--- src/rtl/assert_macros.svh ---
// Assertion helpers; every use samples on clk and is masked while rst_n is low.
`ifndef ASSERT_MACROS_SVH
`define ASSERT_MACROS_SVH

// Property holds on every enabled clock edge.
`define ASSERT_ALWAYS(label, prop, msg) \
  label: assert property (@(posedge clk) disable iff (!rst_n) (prop)) else $error(msg);

// Consequent holds in the same cycle as the antecedent.
`define ASSERT_IMPLIES(label, ante, cons, msg) \
  label: assert property (@(posedge clk) disable iff (!rst_n) (ante) |-> (cons)) \
    else $error(msg);

// Consequent holds in the cycle after the antecedent.
`define ASSERT_NEXT(label, ante, cons, msg) \
  label: assert property (@(posedge clk) disable iff (!rst_n) (ante) |=> (cons)) \
    else $error(msg);

`endif

--- src/rtl/pim_pkg.sv ---
`default_nettype none
package pim_pkg;

  localparam int DEF_RING_DEPTH       = 32;
  localparam int DEF_TICKS_PER_SECOND = 1000;

  // Input queue between front and back
  localparam int Q_DEPTH = 4;
  localparam int Q_PTR_W = 2;

  localparam int CFG_IDX_W  = 2;
  localparam int CFG_DATA_W = 20;

  localparam logic [CFG_IDX_W-1:0] CFG_REPORT_INTERVAL  = 2'd0;
  localparam logic [CFG_IDX_W-1:0] CFG_MIN_PULSE_GAP    = 2'd1;
  localparam logic [CFG_IDX_W-1:0] CFG_PULSES_PER_COUNT = 2'd2;
  localparam logic [CFG_IDX_W-1:0] CFG_POWER_SCALE      = 2'd3;

  localparam logic [7:0]  RST_REPORT_INTERVAL  = 8'd10;
  localparam logic [15:0] RST_MIN_PULSE_GAP    = 16'd16;
  localparam logic [7:0]  RST_PULSES_PER_COUNT = 8'd10;
  localparam logic [19:0] RST_POWER_SCALE      = 20'd360000;

  localparam logic [1:0] CMD_TICK   = 2'd0;
  localparam logic [1:0] CMD_PULSE  = 2'd1;
  localparam logic [1:0] CMD_SET    = 2'd2;

  typedef struct packed {
    logic [1:0]  cmd;
    logic [15:0] energy_value;
  } pim_in_t;

  typedef struct packed {
    logic [15:0] power_now;
    logic [15:0] energy_count;
    logic [15:0] power_avg4;
    logic [15:0] power_avg32;
  } pim_out_t;

  typedef enum logic [1:0] {
    OP_TICK,
    OP_PULSE,
    OP_SET
  } pim_op_t;

  typedef struct packed {
    pim_op_t     op;
    logic [15:0] energy_value;
  } pim_item_t;

  typedef enum logic [2:0] {
    ST_IDLE,
    ST_PULSE_WR,
    ST_RPT_RD,
    ST_DIV_START,
    ST_DIV_WAIT,
    ST_OUT
  } pim_state_t;

endpackage
`default_nettype wire

--- src/rtl/pim_div.sv ---
`default_nettype none
module pim_div
  import pim_pkg::*;
#(
  parameter int DW = 21
) (
  input  wire logic          clk,
  input  wire logic          rst_n,
  input  wire logic          start,
  input  wire logic [DW-1:0] num,
  input  wire logic [DW-1:0] den,
  output logic               done,
  output logic [DW-1:0]      quo
);

  localparam int CW = $clog2(DW + 1);

  logic          busy_r, busy_nxt;
  logic          done_r, done_nxt;
  logic [CW-1:0] cnt_r, cnt_nxt;
  logic [DW-1:0] rem_r, rem_nxt;
  logic [DW-1:0] quo_r, quo_nxt;
  logic [DW-1:0] den_r, den_nxt;
  logic [DW:0]   sh;
  logic [DW:0]   diff;
  logic          ge;

  // Restoring division, one quotient bit per cycle
  always_comb begin
    sh       = {rem_r, quo_r[DW-1]};
    diff     = sh - {1'b0, den_r};
    ge       = (sh >= {1'b0, den_r});
    busy_nxt = busy_r;
    done_nxt = 1'b0;
    cnt_nxt  = cnt_r;
    rem_nxt  = rem_r;
    quo_nxt  = quo_r;
    den_nxt  = den_r;
    if (start) begin
      busy_nxt = 1'b1;
      cnt_nxt  = CW'(DW);
      rem_nxt  = '0;
      quo_nxt  = num;
      den_nxt  = den;
    end else if (busy_r) begin
      rem_nxt = ge ? diff[DW-1:0] : sh[DW-1:0];
      quo_nxt = {quo_r[DW-2:0], ge};
      cnt_nxt = cnt_r - 1'b1;
      if (cnt_r == CW'(1)) begin
        busy_nxt = 1'b0;
        done_nxt = 1'b1;
      end
    end
  end

  always_ff @(posedge clk) begin
    if (!rst_n) begin
      busy_r <= 1'b0;
      done_r <= 1'b0;
      cnt_r  <= '0;
    end else begin
      busy_r <= busy_nxt;
      done_r <= done_nxt;
      cnt_r  <= cnt_nxt;
    end
  end

  always_ff @(posedge clk) begin
    rem_r <= rem_nxt;
    quo_r <= quo_nxt;
    den_r <= den_nxt;
  end

  assign done = done_r;
  assign quo  = quo_r;

endmodule
`default_nettype wire

--- src/rtl/pim_front.sv ---
`default_nettype none
module pim_front
  import pim_pkg::*;
(
  input  wire logic      clk,
  input  wire logic      rst_n,
  input  wire logic      in_valid,
  output logic           in_stall,
  input  wire pim_in_t   in_data,
  output logic           q_valid,
  output pim_item_t      q_item,
  input  wire logic      q_pop
);

  pim_item_t          fifo_r [Q_DEPTH];
  logic [Q_PTR_W-1:0] wr_ptr_r, wr_ptr_nxt;
  logic [Q_PTR_W-1:0] rd_ptr_r, rd_ptr_nxt;
  logic [Q_PTR_W:0]   cnt_r, cnt_nxt;
  logic               push;
  logic               do_pop;
  pim_item_t          item;

  // Classify the command; the unused code is dropped here
  always_comb begin
    item.energy_value = in_data.energy_value;
    item.op           = OP_TICK;
    push              = 1'b0;
    case (in_data.cmd)
      CMD_TICK: begin
        item.op = OP_TICK;
        push    = in_valid && !in_stall;
      end
      CMD_PULSE: begin
        item.op = OP_PULSE;
        push    = in_valid && !in_stall;
      end
      CMD_SET: begin
        item.op = OP_SET;
        push    = in_valid && !in_stall;
      end
      default: begin
        push = 1'b0;
      end
    endcase
  end

  always_comb begin
    do_pop     = q_pop && q_valid;
    wr_ptr_nxt = wr_ptr_r;
    rd_ptr_nxt = rd_ptr_r;
    if (push) begin
      wr_ptr_nxt = (wr_ptr_r == Q_PTR_W'(Q_DEPTH - 1)) ? '0 : wr_ptr_r + 1'b1;
    end
    if (do_pop) begin
      rd_ptr_nxt = (rd_ptr_r == Q_PTR_W'(Q_DEPTH - 1)) ? '0 : rd_ptr_r + 1'b1;
    end
    cnt_nxt = cnt_r + {{Q_PTR_W{1'b0}}, push} - {{Q_PTR_W{1'b0}}, do_pop};
  end

  always_ff @(posedge clk) begin
    if (!rst_n) begin
      wr_ptr_r <= '0;
      rd_ptr_r <= '0;
      cnt_r    <= '0;
    end else begin
      wr_ptr_r <= wr_ptr_nxt;
      rd_ptr_r <= rd_ptr_nxt;
      cnt_r    <= cnt_nxt;
    end
  end

  always_ff @(posedge clk) begin
    if (push) begin
      fifo_r[wr_ptr_r] <= item;
    end
  end

  assign in_stall = (cnt_r == (Q_PTR_W + 1)'(Q_DEPTH));
  assign q_valid  = (cnt_r != '0);
  assign q_item   = fifo_r[rd_ptr_r];

endmodule
`default_nettype wire

--- src/rtl/pim_back.sv ---
`default_nettype none
`include "assert_macros.svh"
module pim_back
  import pim_pkg::*;
#(
  parameter int RING_DEPTH       = DEF_RING_DEPTH,
  parameter int TICKS_PER_SECOND = DEF_TICKS_PER_SECOND
) (
  input  wire logic                  clk,
  input  wire logic                  rst_n,
  input  wire logic                  q_valid,
  input  wire pim_item_t             q_item,
  output logic                       q_pop,
  input  wire logic                  cfg_wr_en,
  input  wire logic [CFG_IDX_W-1:0]  cfg_index,
  input  wire logic [CFG_DATA_W-1:0] cfg_data,
  output logic                       out_valid,
  input  wire logic                  out_stall,
  output pim_out_t                   out_data
);

  localparam int IDX_W = $clog2(RING_DEPTH);
  localparam int SUM_W = 16 + IDX_W;
  localparam int DW    = (SUM_W > CFG_DATA_W) ? SUM_W : CFG_DATA_W;
  localparam int THR_W = $clog2(255 * TICKS_PER_SECOND + 1);
  localparam logic [IDX_W:0] RD_EXT = (IDX_W + 1)'(RING_DEPTH);
  // Ring mean by reciprocal multiplication, exact over the whole ring sum range
  localparam int RS   = SUM_W + IDX_W;
  localparam int RM_W = SUM_W + 2;
  localparam int MP_W = SUM_W + RM_W;
  localparam logic [63:0] RECIP = ((64'd1 << RS) + 64'(RING_DEPTH - 1)) / 64'(RING_DEPTH);

  pim_state_t     state_r, state_nxt;
  logic [31:0]    ticks_r, ticks_nxt;
  logic [THR_W-1:0] rpt_ticks_r, rpt_ticks_nxt;
  logic [THR_W-1:0] thr_r, thr_nxt;
  logic [15:0]    energy_r, energy_nxt;
  logic [7:0]     presc_r, presc_nxt;
  logic [IDX_W-1:0] ring_idx_r, ring_idx_nxt;
  logic [SUM_W-1:0] ring_sum_r, ring_sum_nxt;
  logic [15:0]    gap_r, gap_nxt;
  logic [7:0]     ppc_r, ppc_nxt;
  logic [19:0]    scale_r, scale_nxt;
  logic [1:0]     cnt_r, cnt_nxt;
  logic [1:0]     sel_r, sel_nxt;
  logic           out_valid_r, out_valid_nxt;

  logic [15:0]    iv_r, iv_nxt;
  logic [15:0]    now_iv_r, now_iv_nxt;
  logic [17:0]    sum4_r, sum4_nxt;
  logic [DW-1:0]  d32_r, d32_nxt;
  logic [15:0]    pnow_r, pnow_nxt;
  logic [15:0]    pavg4_r, pavg4_nxt;
  logic [15:0]    pavg32_r, pavg32_nxt;
  pim_out_t       out_data_r, out_data_nxt;

  // Ring memory and per-entry valid bits (unwritten entries read as zero)
  logic [15:0]      ring_mem [RING_DEPTH];
  logic [RING_DEPTH-1:0] ring_vld_r;
  logic [15:0]      rd_data_r;
  logic             rd_vld_r;
  logic [15:0]      rd_eff;
  logic [IDX_W-1:0] rd_addr;
  logic             wr_en;

  logic [IDX_W-1:0] nidx;
  logic [2:0]       back_k;
  logic [IDX_W:0]   back_ext;
  logic [IDX_W-1:0] back_addr;
  logic [THR_W:0]   rpt_inc;
  logic [15:0]      iv_sat;
  logic [7:0]       presc_inc;
  logic [MP_W-1:0]  mean_prod;
  logic             div_start;
  logic             div_done;
  logic [DW-1:0]    div_num;
  logic [DW-1:0]    div_den;
  logic [DW-1:0]    div_quo;
  logic [DW-1:0]    div_res;
  logic             den_zero;
  logic             out_load;

  pim_div #(
    .DW(DW)
  ) u_div (
    .clk   (clk),
    .rst_n (rst_n),
    .start (div_start),
    .num   (div_num),
    .den   (div_den),
    .done  (div_done),
    .quo   (div_quo)
  );

  always_comb begin
    nidx      = (ring_idx_r == IDX_W'(RING_DEPTH - 1)) ? '0 : ring_idx_r + 1'b1;
    back_k    = (state_r == ST_IDLE) ? 3'd0 : {1'b0, cnt_r} + 3'd1;
    back_ext  = {1'b0, ring_idx_r} + RD_EXT - (IDX_W + 1)'(back_k);
    if (back_ext >= RD_EXT) begin
      back_ext = back_ext - RD_EXT;
    end
    back_addr = back_ext[IDX_W-1:0];
    rd_addr   = (state_r == ST_IDLE && q_item.op == OP_PULSE) ? nidx : back_addr;
    rd_eff    = rd_vld_r ? rd_data_r : 16'd0;
    rpt_inc   = {1'b0, rpt_ticks_r} + 1'b1;
    iv_sat    = (ticks_r[31:16] != 16'd0) ? 16'hFFFF : ticks_r[15:0];
    presc_inc = presc_r + 8'd1;
    mean_prod = MP_W'(ring_sum_r) * MP_W'(RECIP[RM_W-1:0]);
  end

  // Division operands: sel 1 latest, 2 mean of four, 3 ring mean interval
  always_comb begin
    case (sel_r)
      2'd1: begin
        div_num = DW'(scale_r);
        div_den = DW'(now_iv_r);
      end
      2'd2: begin
        div_num = DW'(scale_r);
        div_den = DW'(sum4_r[17:2]);
      end
      default: begin
        div_num = DW'(scale_r);
        div_den = d32_r;
      end
    endcase
    den_zero = (div_den == '0);
    div_res  = den_zero ? '0 : div_quo;
  end

  always_comb begin
    state_nxt     = state_r;
    ticks_nxt     = ticks_r;
    rpt_ticks_nxt = rpt_ticks_r;
    thr_nxt       = thr_r;
    energy_nxt    = energy_r;
    presc_nxt     = presc_r;
    ring_idx_nxt  = ring_idx_r;
    ring_sum_nxt  = ring_sum_r;
    gap_nxt       = gap_r;
    ppc_nxt       = ppc_r;
    scale_nxt     = scale_r;
    cnt_nxt       = cnt_r;
    sel_nxt       = sel_r;
    iv_nxt        = iv_r;
    now_iv_nxt    = now_iv_r;
    sum4_nxt      = sum4_r;
    d32_nxt       = d32_r;
    pnow_nxt      = pnow_r;
    pavg4_nxt     = pavg4_r;
    pavg32_nxt    = pavg32_r;
    out_data_nxt  = out_data_r;
    q_pop         = 1'b0;
    wr_en         = 1'b0;
    div_start     = 1'b0;
    out_load      = 1'b0;

    case (state_r)
      ST_IDLE: begin
        if (q_valid) begin
          q_pop = 1'b1;
          case (q_item.op)
            OP_TICK: begin
              if (ticks_r != 32'hFFFF_FFFF) begin
                ticks_nxt = ticks_r + 32'd1;
              end
              if (rpt_inc >= {1'b0, thr_r}) begin
                rpt_ticks_nxt = '0;
                cnt_nxt       = 2'd0;
                state_nxt     = ST_RPT_RD;
              end else begin
                rpt_ticks_nxt = rpt_inc[THR_W-1:0];
              end
            end
            OP_PULSE: begin
              if (ticks_r >= {16'd0, gap_r}) begin
                ticks_nxt = '0;
                if (presc_inc >= ppc_r) begin
                  presc_nxt  = 8'd0;
                  energy_nxt = energy_r + 16'd1;
                end else begin
                  presc_nxt = presc_inc;
                end
                // A zero interval leaves the ring alone
                if (iv_sat != 16'd0) begin
                  iv_nxt    = iv_sat;
                  state_nxt = ST_PULSE_WR;
                end
              end
            end
            OP_SET: begin
              energy_nxt = q_item.energy_value;
            end
            default: begin
            end
          endcase
        end
      end
      ST_PULSE_WR: begin
        // rd_eff holds the entry being overwritten
        wr_en        = 1'b1;
        ring_idx_nxt = nidx;
        ring_sum_nxt = ring_sum_r - SUM_W'(rd_eff) + SUM_W'(iv_r);
        state_nxt    = ST_IDLE;
      end
      ST_RPT_RD: begin
        if (cnt_r == 2'd0) begin
          now_iv_nxt = rd_eff;
          sum4_nxt   = 18'(rd_eff);
        end else begin
          sum4_nxt = sum4_r + 18'(rd_eff);
        end
        if (cnt_r == 2'd3) begin
          d32_nxt   = DW'(mean_prod >> RS);
          sel_nxt   = 2'd1;
          state_nxt = ST_DIV_START;
        end else begin
          cnt_nxt = cnt_r + 2'd1;
        end
      end
      ST_DIV_START: begin
        if (den_zero) begin
          // Zero divisor: result is zero, skip the divider
          case (sel_r)
            2'd1:    pnow_nxt   = 16'd0;
            2'd2:    pavg4_nxt  = 16'd0;
            default: pavg32_nxt = 16'd0;
          endcase
          if (sel_r == 2'd3) begin
            state_nxt = ST_OUT;
          end else begin
            sel_nxt = sel_r + 2'd1;
          end
        end else begin
          div_start = 1'b1;
          state_nxt = ST_DIV_WAIT;
        end
      end
      ST_DIV_WAIT: begin
        if (div_done) begin
          case (sel_r)
            2'd1:    pnow_nxt   = div_res[15:0];
            2'd2:    pavg4_nxt  = div_res[15:0];
            default: pavg32_nxt = div_res[15:0];
          endcase
          if (sel_r == 2'd3) begin
            state_nxt = ST_OUT;
          end else begin
            sel_nxt   = sel_r + 2'd1;
            state_nxt = ST_DIV_START;
          end
        end
      end
      ST_OUT: begin
        if (!out_valid_r || !out_stall) begin
          out_load                  = 1'b1;
          out_data_nxt.power_now    = pnow_r;
          out_data_nxt.energy_count = energy_r;
          out_data_nxt.power_avg4   = pavg4_r;
          out_data_nxt.power_avg32  = pavg32_r;
          state_nxt                 = ST_IDLE;
        end
      end
      default: begin
        state_nxt = ST_IDLE;
      end
    endcase

    if (cfg_wr_en) begin
      case (cfg_index)
        CFG_REPORT_INTERVAL: begin
          thr_nxt       = THR_W'(32'(cfg_data[7:0]) * TICKS_PER_SECOND);
          rpt_ticks_nxt = '0;
        end
        CFG_MIN_PULSE_GAP:    gap_nxt   = cfg_data[15:0];
        CFG_PULSES_PER_COUNT: ppc_nxt   = cfg_data[7:0];
        CFG_POWER_SCALE:      scale_nxt = cfg_data[19:0];
        default: begin
        end
      endcase
    end

    out_valid_nxt = out_load || (out_valid_r && out_stall);
  end

  always_ff @(posedge clk) begin
    if (!rst_n) begin
      state_r     <= ST_IDLE;
      ticks_r     <= '0;
      rpt_ticks_r <= '0;
      thr_r       <= THR_W'(32'(RST_REPORT_INTERVAL) * TICKS_PER_SECOND);
      energy_r    <= '0;
      presc_r     <= '0;
      ring_idx_r  <= '0;
      ring_sum_r  <= '0;
      gap_r       <= RST_MIN_PULSE_GAP;
      ppc_r       <= RST_PULSES_PER_COUNT;
      scale_r     <= RST_POWER_SCALE;
      cnt_r       <= '0;
      sel_r       <= '0;
      out_valid_r <= 1'b0;
      ring_vld_r  <= '0;
    end else begin
      state_r     <= state_nxt;
      ticks_r     <= ticks_nxt;
      rpt_ticks_r <= rpt_ticks_nxt;
      thr_r       <= thr_nxt;
      energy_r    <= energy_nxt;
      presc_r     <= presc_nxt;
      ring_idx_r  <= ring_idx_nxt;
      ring_sum_r  <= ring_sum_nxt;
      gap_r       <= gap_nxt;
      ppc_r       <= ppc_nxt;
      scale_r     <= scale_nxt;
      cnt_r       <= cnt_nxt;
      sel_r       <= sel_nxt;
      out_valid_r <= out_valid_nxt;
      if (wr_en) begin
        ring_vld_r[nidx] <= 1'b1;
      end
    end
  end

  always_ff @(posedge clk) begin
    iv_r       <= iv_nxt;
    now_iv_r   <= now_iv_nxt;
    sum4_r     <= sum4_nxt;
    d32_r      <= d32_nxt;
    pnow_r     <= pnow_nxt;
    pavg4_r    <= pavg4_nxt;
    pavg32_r   <= pavg32_nxt;
    out_data_r <= out_data_nxt;
  end

  always_ff @(posedge clk) begin
    if (wr_en) begin
      ring_mem[nidx] <= iv_r;
    end
    rd_data_r <= ring_mem[rd_addr];
    rd_vld_r  <= ring_vld_r[rd_addr];
  end

  assign out_valid = out_valid_r;
  assign out_data  = out_data_r;

  `ASSERT_IMPLIES(a_div_done_in_wait, div_done, state_r == ST_DIV_WAIT, "divider done outside wait")
  `ASSERT_ALWAYS(a_ring_idx_range, {1'b0, ring_idx_r} < RD_EXT, "ring index out of range")
  `ASSERT_NEXT(a_pulse_wr_single, state_r == ST_PULSE_WR, state_r == ST_IDLE, "ring write not single")

endmodule
`default_nettype wire

--- src/rtl/pulse_interval_power_meter_core.sv ---
// Back end: sets, rejected pulses and plain ticks end in ST_IDLE; a ring write adds ST_PULSE_WR.
// Report tick: accept, 4 ring reads, 3 serial divisions of DW quotient bits each, 1 output load,
// DW = max(16 + log2 depth, 20).
// A zero divisor skips its division; all three divisions share one bit-serial divider.
// The front accepts up to 4 items ahead of the back; results wait in an output register.
// Synchronous active-low reset clears queue, counters, ring valid bits; config to defaults.
`default_nettype none
module pulse_interval_power_meter_core
  import pim_pkg::*;
#(
  parameter int RING_DEPTH       = DEF_RING_DEPTH,
  parameter int TICKS_PER_SECOND = DEF_TICKS_PER_SECOND
) (
  input  wire logic                  clk,
  input  wire logic                  rst_n,
  input  wire logic                  in_valid,
  output logic                       in_stall,
  input  wire pim_in_t               in_data,
  output logic                       out_valid,
  input  wire logic                  out_stall,
  output pim_out_t                   out_data,
  input  wire logic                  cfg_wr_en,
  input  wire logic [CFG_IDX_W-1:0]  cfg_index,
  input  wire logic [CFG_DATA_W-1:0] cfg_data
);

  logic      q_valid;
  pim_item_t q_item;
  logic      q_pop;

  pim_front u_front (
    .clk      (clk),
    .rst_n    (rst_n),
    .in_valid (in_valid),
    .in_stall (in_stall),
    .in_data  (in_data),
    .q_valid  (q_valid),
    .q_item   (q_item),
    .q_pop    (q_pop)
  );

  pim_back #(
    .RING_DEPTH       (RING_DEPTH),
    .TICKS_PER_SECOND (TICKS_PER_SECOND)
  ) u_back (
    .clk       (clk),
    .rst_n     (rst_n),
    .q_valid   (q_valid),
    .q_item    (q_item),
    .q_pop     (q_pop),
    .cfg_wr_en (cfg_wr_en),
    .cfg_index (cfg_index),
    .cfg_data  (cfg_data),
    .out_valid (out_valid),
    .out_stall (out_stall),
    .out_data  (out_data)
  );

endmodule
`default_nettype wire
--- config.mk ---
export PLATFORM = sky130hd
export DESIGN_NAME = pulse_interval_power_meter_core
export DESIGN_NICKNAME = d
export VERILOG_FILES = /design/src/rtl/pim_pkg.sv /design/src/rtl/pim_div.sv /design/src/rtl/pim_front.sv /design/src/rtl/pim_back.sv /design/src/rtl/pulse_interval_power_meter_core.sv
export VERILOG_INCLUDE_DIRS = /design/src /design/src/rtl
export SDC_FILE = /design/constraint.sdc
export NUM_CORES = 2
export LEC_CHECK = 0
export BUFFER_PORTS_ARGS = -buffer_cell sky130_fd_sc_hd__buf_4
export CAP_MARGIN = 20
export CORE_UTILIZATION = 40
export CTS_BUF_LIST = sky130_fd_sc_hd__clkbuf_8
export DETAILED_ROUTE_END_ITERATION = 16
export HOLD_SLACK_MARGIN = 0.03
export SLEW_MARGIN = 20
export SYNTH_ARGS = -nofsm -noshare
export SYNTH_HDL_FRONTEND = slang
export SYNTH_SLANG_ARGS = --single-unit
--- constraint.sdc ---
create_clock -name clk -period 8.8 [get_ports clk]
set_input_delay 0.88 -clock clk [delete_from_list [all_inputs] [get_ports clk]]
set_output_delay 0.88 -clock clk [all_outputs]
set_load 0.05 [all_outputs]
Word-level counts from Yosys, hierarchy flattened
Memories as Yosys holds them, arrays and structs flattened. A register that Yosys moved wholly into a read port is not among the register bits. Index checks and enable logic that the tools add are counted. W data, S select, Z words.

Bits in writable memories: 584. Memory bits (read-only): 0. Memories kept: 2. Latch bits: 0. Bits of input ports: 45. Register bits after elaboration: 455. Output and inout port bits: 66. Logic and storage cells: 252.

$mul: 1. Add/sub/neg operators: 20. Multiplexer cells: 89. Shifts and indexed selects: 0. Equality and inequality tests: 44. Bitwise operators: 3. Divide/modulo/power cells: 0. Order comparisons: 8. Reduce and logical (&&, ||, !) cells: 46.

Memories: u_back.ring_mem (depth 32, bits a word 16, rd ports 1, clocked after memory_dff 1, wr ports 1, line pim_back.sv:58) `logic [15:0] ring_mem [RING_DEPTH];`; u_front.fifo_r (depth 4, bits a word 18, rd ports 1, clocked after memory_dff 1, wr ports 1, line pim_front.sv:15) `pim_item_t fifo_r [Q_DEPTH];`.

Operator list (number): $mux W16 (18); $pmux W16 S2 (5); $mux W18 (6); $mux W32 (2); $pmux W32 S2 (1); $mux W20 (2); $reduce_and A5 Y1 (7); $mux W3 (11); $add A32 B1 Y32 const B (1); $ge A32 B16 Y1 (1); $ne A32 B32 Y1 const B (1); $or A32 B32 Y32 (1); $reduce_bool A16 Y1 (2); $mux W5 (5); $mux W2 (12); $ge A22 B21 Y1 (1); $ne A2 B2 Y1 const B (11); $add A21 B16 Y21 (1); $logic_not A21 Y1 (1); $mux W21 (1); $sub A21 B16 Y21 (1); $sub A21 B21 Y21 (1); $add A18 B1 Y19 const B (1); $ge A19 B18 Y1 (1); other kinds (46) (117).

Depth between registers and ports, before layout
Word-level depth: 8. Depth in mapped cells: 16. Gate-level depth less buffers: 16.

By module
A second synthesis with hierarchy kept.

Cell total of the unflattened synthesis: 4267. Area, all modules: 47888.4 um^2.

By module, submodules not included: pim_back (times used 1, area an instance 40770.4 um^2, cells an instance 3720, sequential area each 25044.0 um^2); pim_div (times used 1, area an instance 4010.1 um^2, cells an instance 396, sequential area each 1821.7 um^2); pim_front (times used 1, area an instance 3108.0 um^2, cells an instance 151, sequential area each 2342.2 um^2).

Least setup slack after synthesis
Ideal clock, no wire load.

Path kind: register to register. From: reg u_back.state_r[2]. To: reg u_back.out_data_r, in the netlist u_back.out_data[0] (enable). Period minus slack after synthesis: 4.580 ns. Cell stages (with the launch flop): 5. Arrival: 4.073 ns. Slack: 4.220 ns. Buffers on the path: 1. Setup time: 0.507 ns. Required time: 8.293 ns. Path through: dfxtp_1 -> clkbuf_1 -> nor2b_1 -> nand2_1 -> a21oi_1.

Word-level cells in the longest chain between the ends: 2.

RTL lines: start, declared (line pim_back.sv:33) `pim_state_t state_r, state_nxt;`; start signal, assigned (line pim_back.sv:304) `state_r <= state_nxt;`; $eq A3 B3 Y1 (line pim_back.sv:158) `case (state_r)`; $reduce_and A2 Y1 (no line); end signal, assigned (line pim_back.sv:332) `out_data_r <= out_data_nxt;`; end, declared (line pim_back.sv:55) `pim_out_t out_data_r, out_data_nxt;`.

No other way between the ends. A chain may end at the register's enable or synchronous reset.

==> summary.md <==
| Metric | Value |
|---|---|
| Status | complete, no violations |
| Final Hold Vio Count | 0 |
| Fin Setup TNS | 0 ns |
| Cell family with most CP delay | compound AO/OA/AOI/OAI gates |
| Vias in the first global route | 29,300 |
| Slew margin rel. | 0.265 |
| Hold_buf cts | 0 |
| Die width | 344 um |
| First-pass GRT wire length | 169 mm |
| Worst path arrival time | 6.71 ns |
| Total GRT Usage | 0.186 |
| Initial core utilization | 0.403 |
| Slew @ Worst Pin | 1.10 ns |
| Synthesized area per cell | 11.9 um2 |
| Area grow syn2layout | 12.8% |
| Synth warn | 0 |
| ANT nets after route | 0 |
| Die Height | 344 um |
| CP peak stage delay | 0.94 ns |
| Multi-input logic area | 0.0164 mm2 |
| Pwr Density | 284 mW/mm2 |
| DP Cell Count | 5,457 |
| Post-Layout Cell Count | 5,770 |
| Critical Path Start Type | register |
| Synth Cell Area | 0.0468 mm2 |
| Max Buffers Root-to-Sink | 3 |
| WP data required | 9.61 ns |
| Synthesis-stage register bit count | 1,052 |
| # rows | 125 |
| H-tree depth | 4 |
| Synth Instances | 3,950 |
| Layout cells sized above 1 | 0.127 |
| Bufs and invs on worst path | 2 |
| Ys async rst share | 0 |
| Final Slew Violations | 0 |
| Yosys cell types | 83 |
| Routed WL per cell | 19.2 um |
| Clk root buf | clkbuf_8 |
| Fillers | 10,600 |
| Grt ovf | 0 |
| Post-synth EDFFs | 798 |
| Die area | 0.118 mm2 |
| Clk_skew | 0.0297 ns |
| Post_cts resized | 0 |
| Vias per cell | 5.30 |
| Worst skew pair latency | 0.87 ns |
| Nets | 4,352 |
| I/O Buffers | 110 |
| Minimum clock period | 5.90 ns |
| Hold WC Path Type | input pin to register |
| Largest net degree at the start of global routing | 117 |
| Worst IR Drop VDD | 0.298 mV |
| Synth Net Count | 4,195 |
| Initial DRC count | 2,063 |
| TritonCTS clock tree | yes |
| I/O pins | 111 |
| Leakage power | 18.3 nW |
| Reg clk slew, reported paths | 0.06 ns |
| Final setup viols | 0 |
| Initial antenna violation count | 5 |
| Post-Route WL | 111 mm |
| Maximum clock rate | 170 MHz |
| Crit-path slowest cell | buf_4 |
| Hold path depth | 1 |
| Max Fanout on Critical Path | 116 |
| Max Cap Viol | 0 |
| RSZ-0062 raised after global routing | false |
| Vias | 30,600 |
| Reg2Reg Depth | 11 |
| Setup Buffers After CTS | 0 |
| Register area | 0.0290 mm2 |
| Setup crit end kind | register |
| CP dominant cell by count | a211oi_1 |
| Core Area | 0.116 mm2 |
| First-pass iteration count of the detailed router | 6 |
| Routability cong. | 0.803 |
| Sequential fraction of the synthesis area | 0.620 |
| Clock sinks | 1,052 |
| CTS Buf Count | 172 |
| Post-DP HPWL | 67.5 mm |
| Period utilisation layout | 0.670 |
| WS Path Type | register to register |
| Critical path depth | 11 |
| Main synth FF type | edfxtp_1 |
| Crit path cell chain | mux4_2 -> inv_1 -> ha_1 -> nand2_1 -> mux2_8 -> buf_4 -> a211oi_1 -> a311oi_1 -> a21oi_1 -> a211oi_1 -> a21o_1 |
| Drt drc | 0 |
| Fin util | 0.455 |
## cells by family (layout without fill, tap and decap cells)
kind of cell             count (synthesis)  in the layout  synth area share
AO/OA/AOI/OAI                          823            823             0.119
XOR/XNOR                               115            115            0.0215
adder cells (fa/ha/maj)                200            200            0.0601
buffers and inverters                  412            704            0.0347
flip-flops                            1052           1052             0.620
multiplexers                            60             60            0.0182
other                                    0              4                 0
AND/OR/NAND/NOR                       1288           1288             0.127
## synthesized netlist by cell type, drive strengths merged (3+ instances only)
library cell    n  area share
a2111o          3     0.00072
a211oi        216       0.035
a21boi          3     0.00048
a21o           38      0.0061
a21oi         222       0.025
a22o            6      0.0011
a22oi          20      0.0032
a311oi         69       0.013
a31oi          80       0.011
and2          182       0.024
and3           26      0.0035
and4            5     0.00093
buf            75      0.0077
clkbuf        127       0.010
dfxtp         254        0.11
edfxtp        798        0.51
fa             42       0.018
ha            158       0.042
inv           210       0.017
mux2           23      0.0055
mux2i          19      0.0041
mux4           18      0.0087
nand2         570       0.046
nand2b         21      0.0028
nand3          66      0.0071
nand3b          7      0.0011
nand4          22      0.0031
nor2          272       0.022
nor2b          22      0.0029
nor3           32      0.0038
nor3b           8      0.0013
nor4           20      0.0027
o211ai         17      0.0030
o21a            5     0.00080
o21ai          92       0.011
o21bai          8      0.0013
o31ai          15      0.0025
o41ai           6      0.0013
or2            18      0.0024
or3             7     0.00093
xnor2          68       0.013
xor2           47      0.0088
## where the power goes
part	total, mW	switching, mW	internal, mW
registers	5.79	0.203	5.59
clock network	4.10	1.95	2.15
logic	5.12	3.23	1.89
total	15.0	5.39	9.63
## layer usage
layer | routed length [um] | GRT usage | vias up
met2 | 52500 | 0.300 | 662
li1 | - | - | 14700
met4 | 2880 | 0.0642 | 0
met5 | 0 | 0 | -
met1 | 50500 | 0.251 | 15100
met3 | 4950 | 0.0338 | 181
## cells in the final DEF, fill, tap and decap left out, drive strengths merged, types with 19 or more instances in the layout
master	instances
xnor2	68
nand4	22
a211oi	216
nand3	66
mux2	23
nor3	32
clkinv	41
and2	182
a311oi	69
xor2	47
fa	42
a21oi	222
dfxtp	254
nor2	272
o21ai	92
a22oi	20
clkbuf	188
nand2	570
nor2b	22
nor4	20
ha	158
mux2i	19
nand2b	21
a31oi	80
and3	26
a21o	38
edfxtp	798
buf	185
inv	280
## sequential cells by signal (all words and copies together) (netlist names), 8 cells and up, named ones only
register / flops
u_back.ring_sum_r: 21
u_back.u_div.den_r: 16
u_back.pavg4_r: 16
u_back.ring_vld_r: 32
u_back.u_div.rem_r: 21
u_back.thr_r: 15
u_back.iv_r: 16
u_back.ticks_r: 32
u_back.scale_r: 20
u_back.rpt_ticks_r: 18
u_back.rd_data_r: 16
u_back.presc_r: 8
u_back.u_div.quo: 21
u_back.pavg32_r: 16
u_back.ring_mem: 512
u_back.pnow_r: 16
u_back.sum4_r: 18
u_back.gap_r: 16
u_front.fifo_r: 72
u_back.energy_r: 16
u_back.d32_r: 16
u_back.ppc_r: 8
u_back.now_iv_r: 16
u_back.out_data: 64
## final cells by class
class / count / area share
clock buffer: 188 / 0.0490
tap: 1524 / 0.0361
timing repair buffer: 185 / 0.0268
antenna: 4 / 0.000189
inverter: 210 / 0.0150
clock inverter: 121 / 0.0134
sequential: 1052 / 0.550
multi-input combinational: 2486 / 0.310
## final timing paths
kind                                 from                        endpoint  slack, ns
max                              register         u_back.rd_vld_r$_DFF_P_       2.90
min reg2reg  u_back.pavg4_r[15]$_DFFE_PP_   u_back.out_data[31]$_DFFE_PP_       0.41
max reg2reg                      register         u_back.rd_vld_r$_DFF_P_       2.90
min                            in_data[2]  u_front.fifo_r[2][2]$_DFFE_PP_       0.21
## stage by stage
| step | worst slack (ns) | area, um2 | hold WS (ns) | power, mW |
|---|---|---|---|---|
| finish | 2.90 | 52800 | 0.211 | 15.0 |
| global route | 2.47 | 52800 | 0.151 | 15.9 |
| CTS | 2.76 | 52800 | 0.113 | 15.1 |
| detailed placement | 2.81 | 49500 | 0.405 | 11.0 |
| global placement | 2.84 | 49500 | 0.402 | 10.9 |
| floorplan | 4.22 | 46800 | 0.400 | 9.69 |
## worst reg2reg max path, cell delays in order, from the launching register on
cell and delay [ns]:
dfxtp_1 0.86, mux4_2 0.44, inv_1 0.09, ha_1 0.33
nand2_1 0.53, mux2_8 0.92, buf_4 0.97, a211oi_1 0.22
a311oi_1 0.35, a21oi_1 0.07, a211oi_1 0.91, a21o_1 0.14
Power figures use the tool's default switching activity.
